===== src/rtl/core/rgbcc_pkg.sv =====
// Package for the RGB colour classifier: transaction payload types, the
// configuration register set, register indexes and class codes.
// No dependencies; used by rgbcc_classify and rgb_color_classifier_core.
package rgbcc_pkg;

	localparam int COUNT_W = 16;
	localparam int SHARE_W = 10;
	localparam int CLASS_W = 3;
	localparam int CFG_IDX_W = 4;
	localparam int CFG_DATA_W = 16;

	localparam logic [SHARE_W-1:0] SHARE_SCALE = 10'd1000;
	localparam logic [SHARE_W-1:0] CHANNEL_FLOOR = 10'd15;

	localparam logic [CLASS_W-1:0] CLASS_RED = 3'd0;
	localparam logic [CLASS_W-1:0] CLASS_BLUE = 3'd1;
	localparam logic [CLASS_W-1:0] CLASS_GREEN = 3'd2;
	localparam logic [CLASS_W-1:0] CLASS_WHITE = 3'd3;
	localparam logic [CLASS_W-1:0] CLASS_UNKNOWN = 3'd4;

	localparam logic [CFG_IDX_W-1:0] REG_WHITE_CLEAR_THRESHOLD = 4'd0;
	localparam logic [CFG_IDX_W-1:0] REG_RED_OVER_GREEN_MARGIN = 4'd1;
	localparam logic [CFG_IDX_W-1:0] REG_RED_OVER_BLUE_MARGIN = 4'd2;
	localparam logic [CFG_IDX_W-1:0] REG_BLUE_MARGIN = 4'd3;
	localparam logic [CFG_IDX_W-1:0] REG_GREEN_RED_CEILING = 4'd4;
	localparam logic [CFG_IDX_W-1:0] REG_GREEN_GREEN_FLOOR = 4'd5;
	localparam logic [CFG_IDX_W-1:0] REG_GREEN_BLUE_FLOOR = 4'd6;
	localparam logic [CFG_IDX_W-1:0] REG_GREEN_GB_TOLERANCE = 4'd7;

	typedef struct packed {
		logic [COUNT_W-1:0] red_count;
		logic [COUNT_W-1:0] green_count;
		logic [COUNT_W-1:0] blue_count;
		logic [COUNT_W-1:0] clear_count;
	} reading_t;

	typedef struct packed {
		logic [CLASS_W-1:0] color_class;
		logic               matched;
		logic [SHARE_W-1:0] red_share;
		logic [SHARE_W-1:0] green_share;
		logic [SHARE_W-1:0] blue_share;
		logic [SHARE_W-1:0] share_spread;
	} result_t;

	typedef struct packed {
		logic [COUNT_W-1:0] white_clear_threshold;
		logic [SHARE_W-1:0] red_over_green_margin;
		logic [SHARE_W-1:0] red_over_blue_margin;
		logic [SHARE_W-1:0] blue_margin;
		logic [SHARE_W-1:0] green_red_ceiling;
		logic [SHARE_W-1:0] green_green_floor;
		logic [SHARE_W-1:0] green_blue_floor;
		logic [SHARE_W-1:0] green_gb_tolerance;
	} cfg_t;

	localparam cfg_t CFG_RESET = '{
		white_clear_threshold: 16'd15000,
		red_over_green_margin: 10'd71,
		red_over_blue_margin:  10'd27,
		blue_margin:           10'd180,
		green_red_ceiling:     10'd220,
		green_green_floor:     10'd380,
		green_blue_floor:      10'd380,
		green_gb_tolerance:    10'd55
	};

endpackage


===== src/rtl/core/rgbcc_classify.sv =====
// Share spread and priority class decision for one set of shares.
// Depends on rgbcc_pkg (cfg_t, result_t, class codes, channel floor).
module rgbcc_classify (
	input  logic [rgbcc_pkg::SHARE_W-1:0] red_share,
	input  logic [rgbcc_pkg::SHARE_W-1:0] green_share,
	input  logic [rgbcc_pkg::SHARE_W-1:0] blue_share,
	input  logic                          is_white,
	input  rgbcc_pkg::cfg_t               cfg,
	output rgbcc_pkg::result_t            result
);

	logic [rgbcc_pkg::SHARE_W-1:0] d_rg, d_rb, d_br, d_bg, gb_abs, mx, mn;
	logic r_gt_g, r_gt_b, b_gt_r, b_gt_g, g_ge_b;
	logic red_ok, green_ok, blue_ok;

	assign r_gt_g = red_share > green_share;
	assign r_gt_b = red_share > blue_share;
	assign b_gt_r = blue_share > red_share;
	assign b_gt_g = blue_share > green_share;
	assign g_ge_b = green_share >= blue_share;

	// differences are only looked at where the sign is known to be positive
	assign d_rg = red_share - green_share;
	assign d_rb = red_share - blue_share;
	assign d_br = blue_share - red_share;
	assign d_bg = blue_share - green_share;
	assign gb_abs = g_ge_b ? (green_share - blue_share) : d_bg;

	assign red_ok = r_gt_g && r_gt_b
		&& (d_rg >= cfg.red_over_green_margin)
		&& (d_rb >= cfg.red_over_blue_margin)
		&& (green_share >= rgbcc_pkg::CHANNEL_FLOOR)
		&& (blue_share >= rgbcc_pkg::CHANNEL_FLOOR);

	assign green_ok = (red_share <= cfg.green_red_ceiling)
		&& (green_share >= cfg.green_green_floor)
		&& (blue_share >= cfg.green_blue_floor)
		&& (gb_abs <= cfg.green_gb_tolerance);

	assign blue_ok = b_gt_r && b_gt_g
		&& (d_br >= cfg.blue_margin)
		&& (d_bg >= cfg.blue_margin)
		&& (red_share >= rgbcc_pkg::CHANNEL_FLOOR)
		&& (green_share >= rgbcc_pkg::CHANNEL_FLOOR);

	always_comb begin
		mx = red_share;
		mn = red_share;
		if (green_share > mx) mx = green_share;
		if (blue_share > mx) mx = blue_share;
		if (green_share < mn) mn = green_share;
		if (blue_share < mn) mn = blue_share;
	end

	always_comb begin
		if (is_white) begin
			result.color_class = rgbcc_pkg::CLASS_WHITE;
		end else if (red_ok) begin
			result.color_class = rgbcc_pkg::CLASS_RED;
		end else if (green_ok) begin
			result.color_class = rgbcc_pkg::CLASS_GREEN;
		end else if (blue_ok) begin
			result.color_class = rgbcc_pkg::CLASS_BLUE;
		end else begin
			result.color_class = rgbcc_pkg::CLASS_UNKNOWN;
		end
		result.matched      = is_white || red_ok || green_ok || blue_ok;
		result.red_share    = red_share;
		result.green_share  = green_share;
		result.blue_share   = blue_share;
		result.share_spread = mx - mn;
	end

endmodule


===== src/rtl/core/rgb_color_classifier_core.sv =====
// Top level of the RGB colour classifier: input stage, ten-stage share
// divider and class output stage. Depends on rgbcc_pkg and rgbcc_classify.
//
// Usage
//   reading channel: reading_valid / reading_ready carry one sensor reading
//     (red, green, blue, clear counts) per transaction.
//   result channel: result_valid / result_ready carry one result per reading,
//     in order: class, matched flag, three shares in thousandths, spread.
//   cfg port: cfg_we with cfg_index and cfg_wdata writes one register at the
//     clock edge; indexes above the register list are dropped. Write only
//     while no reading is in flight.
// Pipeline: one input stage, ten divider stages and one class stage lie
//   between an accepted reading and result_valid.
// Throughput: one reading per cycle while result_ready is high. The rate is
//   set by the restoring divider, which resolves one quotient bit per stage
//   for all three channels at once, so each stage holds a different reading.
// Reset: arst_n clears every stage valid bit and loads the register
//   defaults; payload registers are left as they are.
// Stall: each stage advances when it is empty or the next one advances, so
//   a held result stalls only the stages that are full behind it; bubbles
//   are squeezed out and nothing is lost or repeated.
module rgb_color_classifier_core #(
	parameter int CHANNEL_BITS = 16
) (
	input  logic                            clk,
	input  logic                            arst_n,
	input  logic                            reading_valid,
	output logic                            reading_ready,
	input  rgbcc_pkg::reading_t             reading,
	output logic                            result_valid,
	input  logic                            result_ready,
	output rgbcc_pkg::result_t              result,
	input  logic                            cfg_we,
	input  logic [rgbcc_pkg::CFG_IDX_W-1:0] cfg_index,
	input  logic [rgbcc_pkg::CFG_DATA_W-1:0] cfg_wdata
);

	localparam int SW = rgbcc_pkg::SHARE_W;
	localparam int SUM_W = CHANNEL_BITS + 2;
	localparam int NUM_W = CHANNEL_BITS + SW;
	localparam int REM_W = SUM_W + SW;
	localparam int NSTG = SW;

	// ---------------- configuration registers ----------------
	rgbcc_pkg::cfg_t cfg_q;

	always_ff @(posedge clk or negedge arst_n) begin
		if (!arst_n) begin
			cfg_q <= rgbcc_pkg::CFG_RESET;
		end else if (cfg_we) begin
			case (cfg_index)
				rgbcc_pkg::REG_WHITE_CLEAR_THRESHOLD: begin
					cfg_q.white_clear_threshold <= cfg_wdata;
				end
				rgbcc_pkg::REG_RED_OVER_GREEN_MARGIN: begin
					cfg_q.red_over_green_margin <= cfg_wdata[SW-1:0];
				end
				rgbcc_pkg::REG_RED_OVER_BLUE_MARGIN: begin
					cfg_q.red_over_blue_margin <= cfg_wdata[SW-1:0];
				end
				rgbcc_pkg::REG_BLUE_MARGIN: begin
					cfg_q.blue_margin <= cfg_wdata[SW-1:0];
				end
				rgbcc_pkg::REG_GREEN_RED_CEILING: begin
					cfg_q.green_red_ceiling <= cfg_wdata[SW-1:0];
				end
				rgbcc_pkg::REG_GREEN_GREEN_FLOOR: begin
					cfg_q.green_green_floor <= cfg_wdata[SW-1:0];
				end
				rgbcc_pkg::REG_GREEN_BLUE_FLOOR: begin
					cfg_q.green_blue_floor <= cfg_wdata[SW-1:0];
				end
				rgbcc_pkg::REG_GREEN_GB_TOLERANCE: begin
					cfg_q.green_gb_tolerance <= cfg_wdata[SW-1:0];
				end
				default: begin
					// out-of-range index: drop the write
				end
			endcase
		end
	end

	// ---------------- stage 1: mask, sum, scale ----------------
	logic [CHANNEL_BITS-1:0] r_in, g_in, b_in, c_in;
	logic [SUM_W-1:0]        sum_in;
	logic [NUM_W-1:0]        num_r_in, num_g_in, num_b_in;

	assign r_in = reading.red_count[CHANNEL_BITS-1:0];
	assign g_in = reading.green_count[CHANNEL_BITS-1:0];
	assign b_in = reading.blue_count[CHANNEL_BITS-1:0];
	assign c_in = reading.clear_count[CHANNEL_BITS-1:0];
	assign sum_in = SUM_W'(r_in) + SUM_W'(g_in) + SUM_W'(b_in);
	// constant multiplier: a few shifted adds each
	assign num_r_in = NUM_W'(r_in) * NUM_W'(rgbcc_pkg::SHARE_SCALE);
	assign num_g_in = NUM_W'(g_in) * NUM_W'(rgbcc_pkg::SHARE_SCALE);
	assign num_b_in = NUM_W'(b_in) * NUM_W'(rgbcc_pkg::SHARE_SCALE);

	logic             v_s1;
	logic             rdy_s1;
	logic [REM_W-1:0] rem_r_s1, rem_g_s1, rem_b_s1;
	logic [SUM_W-1:0] sum_s1;
	logic             zero_s1, white_s1;

	// ---------------- divider stages (s2 .. s11) ----------------
	logic             v_sd     [NSTG];
	logic             rdy_sd   [NSTG];
	logic [REM_W-1:0] rem_r_sd [NSTG];
	logic [REM_W-1:0] rem_g_sd [NSTG];
	logic [REM_W-1:0] rem_b_sd [NSTG];
	logic [SW-1:0]    q_r_sd   [NSTG];
	logic [SW-1:0]    q_g_sd   [NSTG];
	logic [SW-1:0]    q_b_sd   [NSTG];
	logic [SUM_W-1:0] sum_sd   [NSTG];
	logic             zero_sd  [NSTG];
	logic             white_sd [NSTG];

	// ---------------- stage 12: result register ----------------
	logic               v_s12;
	logic               rdy_s12;
	rgbcc_pkg::result_t res_s12;

	assign rdy_s12 = !v_s12 || result_ready;
	assign rdy_s1 = !v_s1 || rdy_sd[0];
	assign reading_ready = rdy_s1;

	always_ff @(posedge clk or negedge arst_n) begin
		if (!arst_n) begin
			v_s1 <= 1'b0;
		end else if (rdy_s1) begin
			v_s1 <= reading_valid;
		end
	end

	always_ff @(posedge clk) begin
		if (rdy_s1 && reading_valid) begin
			rem_r_s1 <= REM_W'(num_r_in);
			rem_g_s1 <= REM_W'(num_g_in);
			rem_b_s1 <= REM_W'(num_b_in);
			sum_s1   <= sum_in;
			zero_s1  <= (sum_in == '0);
			white_s1 <= (rgbcc_pkg::COUNT_W'(c_in) >= cfg_q.white_clear_threshold);
		end
	end

	for (genvar j = 0; j < NSTG; j++) begin : g_div
		localparam int K = NSTG - 1 - j;
		logic             v_prev, rdy_next;
		logic [REM_W-1:0] pr_r, pr_g, pr_b, trial;
		logic [SW-1:0]    pq_r, pq_g, pq_b;
		logic [SUM_W-1:0] p_sum;
		logic             p_zero, p_white;
		logic             ge_r, ge_g, ge_b;

		if (j == 0) begin : g_first
			assign v_prev  = v_s1;
			assign pr_r    = rem_r_s1;
			assign pr_g    = rem_g_s1;
			assign pr_b    = rem_b_s1;
			assign pq_r    = '0;
			assign pq_g    = '0;
			assign pq_b    = '0;
			assign p_sum   = sum_s1;
			assign p_zero  = zero_s1;
			assign p_white = white_s1;
		end else begin : g_next
			assign v_prev  = v_sd[j-1];
			assign pr_r    = rem_r_sd[j-1];
			assign pr_g    = rem_g_sd[j-1];
			assign pr_b    = rem_b_sd[j-1];
			assign pq_r    = q_r_sd[j-1];
			assign pq_g    = q_g_sd[j-1];
			assign pq_b    = q_b_sd[j-1];
			assign p_sum   = sum_sd[j-1];
			assign p_zero  = zero_sd[j-1];
			assign p_white = white_sd[j-1];
		end

		if (j == NSTG - 1) begin : g_last
			assign rdy_next = rdy_s12;
		end else begin : g_mid
			assign rdy_next = rdy_sd[j+1];
		end

		// restoring step: try the divisor shifted to this quotient bit
		assign trial = REM_W'(p_sum) << K;
		assign ge_r = pr_r >= trial;
		assign ge_g = pr_g >= trial;
		assign ge_b = pr_b >= trial;
		assign rdy_sd[j] = !v_sd[j] || rdy_next;

		always_ff @(posedge clk or negedge arst_n) begin
			if (!arst_n) begin
				v_sd[j] <= 1'b0;
			end else if (rdy_sd[j]) begin
				v_sd[j] <= v_prev;
			end
		end

		always_ff @(posedge clk) begin
			if (rdy_sd[j] && v_prev) begin
				rem_r_sd[j] <= ge_r ? (pr_r - trial) : pr_r;
				rem_g_sd[j] <= ge_g ? (pr_g - trial) : pr_g;
				rem_b_sd[j] <= ge_b ? (pr_b - trial) : pr_b;
				q_r_sd[j]   <= {pq_r[SW-2:0], ge_r};
				q_g_sd[j]   <= {pq_g[SW-2:0], ge_g};
				q_b_sd[j]   <= {pq_b[SW-2:0], ge_b};
				sum_sd[j]   <= p_sum;
				zero_sd[j]  <= p_zero;
				white_sd[j] <= p_white;
			end
		end
	end

	// zero divisor makes every trial pass: force the shares to zero
	logic [SW-1:0]      rs, gs, bs;
	rgbcc_pkg::result_t cls_res;

	assign rs = zero_sd[NSTG-1] ? '0 : q_r_sd[NSTG-1];
	assign gs = zero_sd[NSTG-1] ? '0 : q_g_sd[NSTG-1];
	assign bs = zero_sd[NSTG-1] ? '0 : q_b_sd[NSTG-1];

	rgbcc_classify u_classify (
		.red_share   (rs),
		.green_share (gs),
		.blue_share  (bs),
		.is_white    (white_sd[NSTG-1]),
		.cfg         (cfg_q),
		.result      (cls_res)
	);

	always_ff @(posedge clk or negedge arst_n) begin
		if (!arst_n) begin
			v_s12 <= 1'b0;
		end else if (rdy_s12) begin
			v_s12 <= v_sd[NSTG-1];
		end
	end

	always_ff @(posedge clk) begin
		if (rdy_s12 && v_sd[NSTG-1]) begin
			res_s12 <= cls_res;
		end
	end

	assign result_valid = v_s12;
	assign result = res_s12;

	// ---------------- assertions ----------------
	// a free output drains the whole ready chain back to the input
	a_ready_chain: assert property (@(posedge clk) disable iff (!arst_n)
		result_ready |-> reading_ready)
		else $error("reading_ready low while result_ready high");

	a_spread_range: assert property (@(posedge clk) disable iff (!arst_n)
		result_valid |-> (result.share_spread <= rgbcc_pkg::SHARE_SCALE)
			&& (result.red_share <= rgbcc_pkg::SHARE_SCALE))
		else $error("share or spread above full scale");

	a_red_dominant: assert property (@(posedge clk) disable iff (!arst_n)
		(result_valid && result.color_class == rgbcc_pkg::CLASS_RED) |->
			(result.red_share > result.green_share)
			&& (result.red_share > result.blue_share))
		else $error("red class without dominant red share");

	a_matched: assert property (@(posedge clk) disable iff (!arst_n)
		result_valid |->
			(result.matched == (result.color_class != rgbcc_pkg::CLASS_UNKNOWN)))
		else $error("matched flag disagrees with class");

endmodule

===== config.mk =====
export PLATFORM = sky130hd
export DESIGN_NAME = rgb_color_classifier_core
export DESIGN_NICKNAME = d
export VERILOG_FILES = /design/src/rtl/core/rgbcc_pkg.sv /design/src/rtl/core/rgbcc_classify.sv /design/src/rtl/core/rgb_color_classifier_core.sv
export SDC_FILE = /design/constraint.sdc
export NUM_CORES = 2
export LEC_CHECK = 0
export CAP_MARGIN = 15
export CORE_ASPECT_RATIO = 2
export CORE_MARGIN = 3
export CORE_UTILIZATION = 66
export CTS_BUF_LIST = sky130_fd_sc_hd__clkbuf_16
export DETAILED_ROUTE_END_ITERATION = 8
export DONT_BUFFER_PORTS = 1
export PLACE_DENSITY = 0.79
export SYNTH_ARGS = -nofsm -noshare
export SYNTH_HDL_FRONTEND = slang
export SYNTH_HIERARCHICAL = 1
export SYNTH_SLANG_ARGS = --single-unit

===== constraint.sdc =====
create_clock -name clk -period 9 [get_ports clk]
set_input_delay 1.8 -clock clk [delete_from_list [all_inputs] [get_ports clk]]
set_output_delay 1.8 -clock clk [all_outputs]
set_load 0.01 [all_outputs]

-- Word-level counts from Yosys, hierarchy flattened
Memories as Yosys holds them, arrays and structs flattened.
Cells that the tools add are included.
- bits in registers: 231
- RAM bits: 1340
- input port bits: 89
- logic and storage cells: 265
- memories kept: 9
- memories (memory ; words ; width ; read ports ; clocked after Yosys merged registers in ; write ports ; RTL line ; text):
    rem_b_sd ; 10 ; 28 ; 9 ; 0 ; 10 ; rgb_color_classifier_core.sv:109 ; logic [REM_W-1:0] rem_b_sd [NSTG];
    rem_g_sd ; 10 ; 28 ; 9 ; 0 ; 10 ; rgb_color_classifier_core.sv:108 ; logic [REM_W-1:0] rem_g_sd [NSTG];
    rem_r_sd ; 10 ; 28 ; 9 ; 0 ; 10 ; rgb_color_classifier_core.sv:107 ; logic [REM_W-1:0] rem_r_sd [NSTG];
    sum_sd ; 10 ; 18 ; 9 ; 0 ; 10 ; rgb_color_classifier_core.sv:113 ; logic [SUM_W-1:0] sum_sd [NSTG];
    q_b_sd ; 10 ; 10 ; 10 ; 0 ; 10 ; rgb_color_classifier_core.sv:112 ; logic [SW-1:0] q_b_sd [NSTG];
    q_g_sd ; 10 ; 10 ; 10 ; 0 ; 10 ; rgb_color_classifier_core.sv:111 ; logic [SW-1:0] q_g_sd [NSTG];
    3 more memories ; -- ; -- ; -- ; -- ; -- ; -- ;
- add/subtract/negate cells: 38
- multipliers: 3
- magnitude comparators: 51
- equality and inequality tests: 7
- mux-type cells: 61
- reductions and logical operators: 63
- operator list (kind ; count):
    two-way mux 28 bit ; 30
    >= comparator 28 x 18 -> 1 bit ; 3
    >= comparator 28 x 19 -> 1 bit ; 3
    >= comparator 28 x 20 -> 1 bit ; 3
    >= comparator 28 x 21 -> 1 bit ; 3
    >= comparator 28 x 22 -> 1 bit ; 3
    >= comparator 28 x 23 -> 1 bit ; 3
    >= comparator 28 x 24 -> 1 bit ; 3
    >= comparator 28 x 25 -> 1 bit ; 3
    >= comparator 28 x 26 -> 1 bit ; 3
    subtractor 26 x 27 -> 28 bit ; 3
    subtractor 28 x 18 -> 28 bit ; 3
    subtractor 28 x 19 -> 28 bit ; 3
    subtractor 28 x 20 -> 28 bit ; 3
    subtractor 28 x 21 -> 28 bit ; 3
    subtractor 28 x 22 -> 28 bit ; 3
    subtractor 28 x 23 -> 28 bit ; 3
    subtractor 28 x 24 -> 28 bit ; 3
    subtractor 28 x 25 -> 28 bit ; 3
    subtractor 28 x 26 -> 28 bit ; 3
    >= comparator 26 x 27 -> 1 bit ; 3
    two-way mux 10 bit ; 8
    >= comparator 10 bit ; 7
    multiplier 16 x 7 -> 23 bit, second input constant ; 3
    other kinds (21) ; 115

-- Depth between registers and ports, before layout
- depth after elaboration: 15
- gate-level depth with buffers: 33

-- Hierarchy
Netlist, hierarchy kept.
- by module, submodules not included (module ; times used ; cells each ; area each (µm²) ; sequential area each (µm²)):
    rgb_color_classifier_core ; 1 ; 7299 ; 80433.4 ; 37457.2
    rgbcc_classify ; 1 ; 755 ; 5565.3 ; 0.0

-- Least setup slack after synthesis
No wires, ideal clock.
- kind: input-to-reg
- start point: in result_ready
- end point: mem q_b_sd[6][0] (netlist bit), enable pin
- arrival: 7.182 ns
- slack: 1.212 ns
- stages on the path: 4
- path through: nor2b_1 -> nand3_1 -> nor2_1 -> nor2b_1
- RTL lines (item ; RTL line ; text):
    start, declared ; rgb_color_classifier_core.sv:31 ; input logic result_ready,
    end, declared ; rgb_color_classifier_core.sv:112 ;

==> flow_summary_export.csv <==
group,metric,value,unit
clock_tree,cts_htree_levels,3,
setup_path,critPathSlowestCell,"edfxtp_1",
layout,area_delta_synth_final,6.728,%
setup_path,slowest_delay,0.57,ns
hold_path,hp-start,"q_b_sd[8][5]",
synthesis,synth-async-reset-ratio,0.07765,
setup_path,r2r-end,"result[8]",
setup_path,end_kind,"flip-flop",
power,swShare,0.4385,
detailed_routing,vias_per_cell,6.382,
grt,grt_pass1_vias,66820,
power,internal-power,21480,uW
detailed_routing,post_drt_wl_per_cell,27.13,um
synthesis,synth_top_area_cell,"edfxtp_1",
setup_path,cp.required,9.51,ns
hold_path,hold_class,"flip-flop to flip-flop",
detailed_routing,drt-total-wl,267900,um
floorplan,row_count,186,
sta,rsz0062_at_grt,"false",
grt,grt_start_max_net_pins,122,
hold_path,whs_path_depth,0,
setup_path,cpMostUsedCell,"a21oi_1",
synthesis,syn_nets,9237,
layout,seqCellArea,37460,um2
place,dp.cells,9660,
sta,max_slew_margin,0.1524,
sta,setup_tns,0,ns
setup_path,r2r-start,"zero_sd[9]",
detailed_routing,drc,0,
power,finalPower,38250,uW
setup_path,r2r_setup_slack,1.82,ns
floorplan,fp.dieH,516.5,um
power,p_leak,0.03794,uW
setup_path,arrival,7.69,ns
clock_tree,insertion_delay,0.78,ns
layout,nets,9262,
hold_path,holdPathEnd,"q_b_sd[9][6]",
clock_tree,clkSinkCount,1262,
grt,grt_use_total,0.3983,
power,power.clock.fraction,0.126,
clock_tree,root_buffer,"clkbuf_16",
synthesis,syn_area,86000,um2
synthesis,syn_inst,8054,
detailed_routing,drt_iter0_markers,4276,
floorplan,die_area,134900,um2
grt,antenna_found_initial,11,
floorplan,initial_utilization,0.6670,
layout,drive_above_1_share,0.06913,
grt,grt-ovfl-total,0,
synthesis,synth_seq_cells,1262,
power,combinationalPowerShare,0.569,
setup_path,cp_max_fo,17,
synthesis,synth_top_area_frac,0.4064,
clock_tree,cts_buffers,108,
detailed_routing,drt_first_pass_iters,7,
synthesis,synth.avg_cell_area,10.68,um2
power,p_per_area,416.7,nW/um2
clock_tree,cts_hold_buf,0,
synthesis,yosys_warnings,6,
sta,fin_crit,7.183,ns
synthesis,yosysMostFrequentCell,"edfxtp_1",
synthesis,synth_edf_count,1164,
power,seq_power_share,0.305,
clock_tree,cts_tree,"done",
job,cap_viol_max_count,0,
floorplan,die_x,261.2,um
power,vdd_drop_max,235.2,uV
layout,layoutNonFillerInstCount,9873,
place,place_congestion,1.034,
synthesis,ys_types,90,
clock_tree,cts-resized-gates,0,
synthesis,synth.area.top_cells,"edfxtp_1 (41%), ha_1 (13%), fa_1 (4.9%), a21oi_1 (3.5%), xnor2_1 (3.5%)",
sta,slew_violations,0,
clock_tree,clock_path_buffers,3,
sta,fin_skew,0.03469,ns
sta,tightest_slew,1.258,ns
sta,setup_viol,0,
layout,fill_cells,9220,
layout,multiInputGateArea,45150,um2
floorplan,pin_count,135,
sta,max_freq,139.2,MHz
place,hpwl,216200,um
detailed_routing,ant_nets,0,
power,switchingPower,16770,uW
synthesis,synth_common_cells,"edfxtp_1 (1164), ha_1 (883), inv_1 (740)",
setup_path,reg2reg_depth,26,
setup_path,path_class,"flip-flop to flip-flop",
place,portBuffers,0,
synthesis,ys_seq_area_frac,0.4356,
detailed_routing,num_vias,63010,
floorplan,core,128900,um2
clock_tree,clk_pin_slew,0.07,ns
clock_tree,post_cts_buffers,0,
synthesis,yosys_most_used_dff,"edfxtp_1",
sta,hold_viol,0,
sta,finalCritPeriodShare,0.7981,
setup_path,start_kind,"flip-flop",
outcome,status,"finished, final reports clean",
grt,grt_pass1_wl,391600,um
## worst max-delay path by stage
| stage | start | endpoint | slack [ns] | cells past startpoint |
|---|---|---|---|---|
| floorplan | result_ready | q_b_sd[6][0] | 1.21 | 4 |
| global placement | zero_sd[9] | result[8] | 1.90 | 27 |
| detailed placement | zero_sd[9] | result[8] | 1.87 | 27 |
| CTS | zero_sd[9] | result[8] | 1.84 | 27 |
| global route | zero_sd[9] | result[8] | 1.43 | 27 |
| finish | zero_sd[9] | result[8] | 1.82 | 26 |
## worst max-delay path, delay by kind of cell (launching register included)
kind	cells	cell delay [ns]
muxes	1	0.36
adders and majority gates	4	1.32
xor gates and xnor gates	1	0.09
and+or+nand+nor	6	1.11
AOI/OAI and AO/OA	11	2.91
DFF	1	0.57
buffers and inverters	3	0.53
## cells in the final DEF, fill, tap and decap left out, types with 66 or more instances in the layout
cell type / synthesis / final
nor2_1: 517 / 516
nand2b_1: 137 / 137
mux2_2: 167 / 167
nor3_1: 142 / 140
o21ai_0: 477 / 476
nor4_1: 66 / 66
buf_4: 32 / 81
fa_1: 211 / 211
edfxtp_1: 1164 / 1164
nand2_1: 513 / 513
a21oi_1: 605 / 602
inv_1: 740 / 752
o21a_1: 115 / 115
xnor2_1: 344 / 344
nor2b_1: 131 / 128
xor2_1: 251 / 251
clkbuf_16: 0 / 108
a21o_1: 245 / 245
nand4_1: 80 / 80
nand3_1: 133 / 133
ha_1: 883 / 883
## power by group through the flow
stage                     clock network (uW)  registers [uW]  logic [uW]
final                                   4830           11700       21700
after global routing                    5070           11800       23800
after CTS                               4840           11600       21400
after detailed placement                   0           11700       21200
after global placement                     0           11600       20600
after floorplan                            0           11100       15900
## stage by stage
step	area [um2]	hold WS [ns]	setup slack, ns	utilization
global placement	88150	0.4008	1.903	0.6837
detailed placement	88150	0.4045	1.873	0.6837
finish	91780	0.4127	1.817	0.7119
global route	91780	0.4246	1.428	0.7118
floorplan	86000	0.4003	1.212	-
CTS	91760	0.4119	1.836	0.7117
## kinds of logic after synthesis
logic type	count (synthesis)	share of synthesized area
AOI/OAI and AO/OA	1985	0.1443
buffers and inverters	912	0.04135
DFF	1262	0.4356
adders and majority gates	1094	0.1776
and+or+nand+nor	2001	0.1141
muxes	205	0.02652
xor gates and xnor gates	595	0.06060
## state kept, by name, indices dropped and copies added, names as in the netlist
signal         flops
zero_sd           10
rem_g_sd         228
rem_r_sd         228
q_b_sd            55
g_div.p_white      1
q_g_sd            55
white_sd          10
result_valid       1
g_div.pr_r        23
v_sd               1
g_div.p_sum       18
rem_b_sd         228
g_div.p_zero       1
q_r_sd            55
result            44
g_div.pr_g        23
sum_sd           162
cfg_q             86
g_div.v_prev      10
g_div.pr_b        23
## metal layers
layer	vias up	track usage	wire [um]
met5	-	0	76
met4	10	0.5170	44340
met3	1321	0.07504	11890
met2	2202	0.7406	141300
met1	30150	0.2876	70290
li1	29320	-	-
## layout make-up
| type | count | share of cell area |
|---|---|---|
| Multi-Input combinational cell | 5880 | 0.4919 |
| Timing Repair Buffer | 83 | 0.006898 |
| Sequential cell | 1262 | 0.4081 |
| Antenna cell | 8 | 0.0002181 |
| Tap cell | 1692 | 0.02307 |
| Inverter | 744 | 0.03043 |
| Clock inverter | 96 | 0.009924 |
| Clock buffer | 108 | 0.02945 |
No activity file was read; power rests on OpenSTA's default activity.
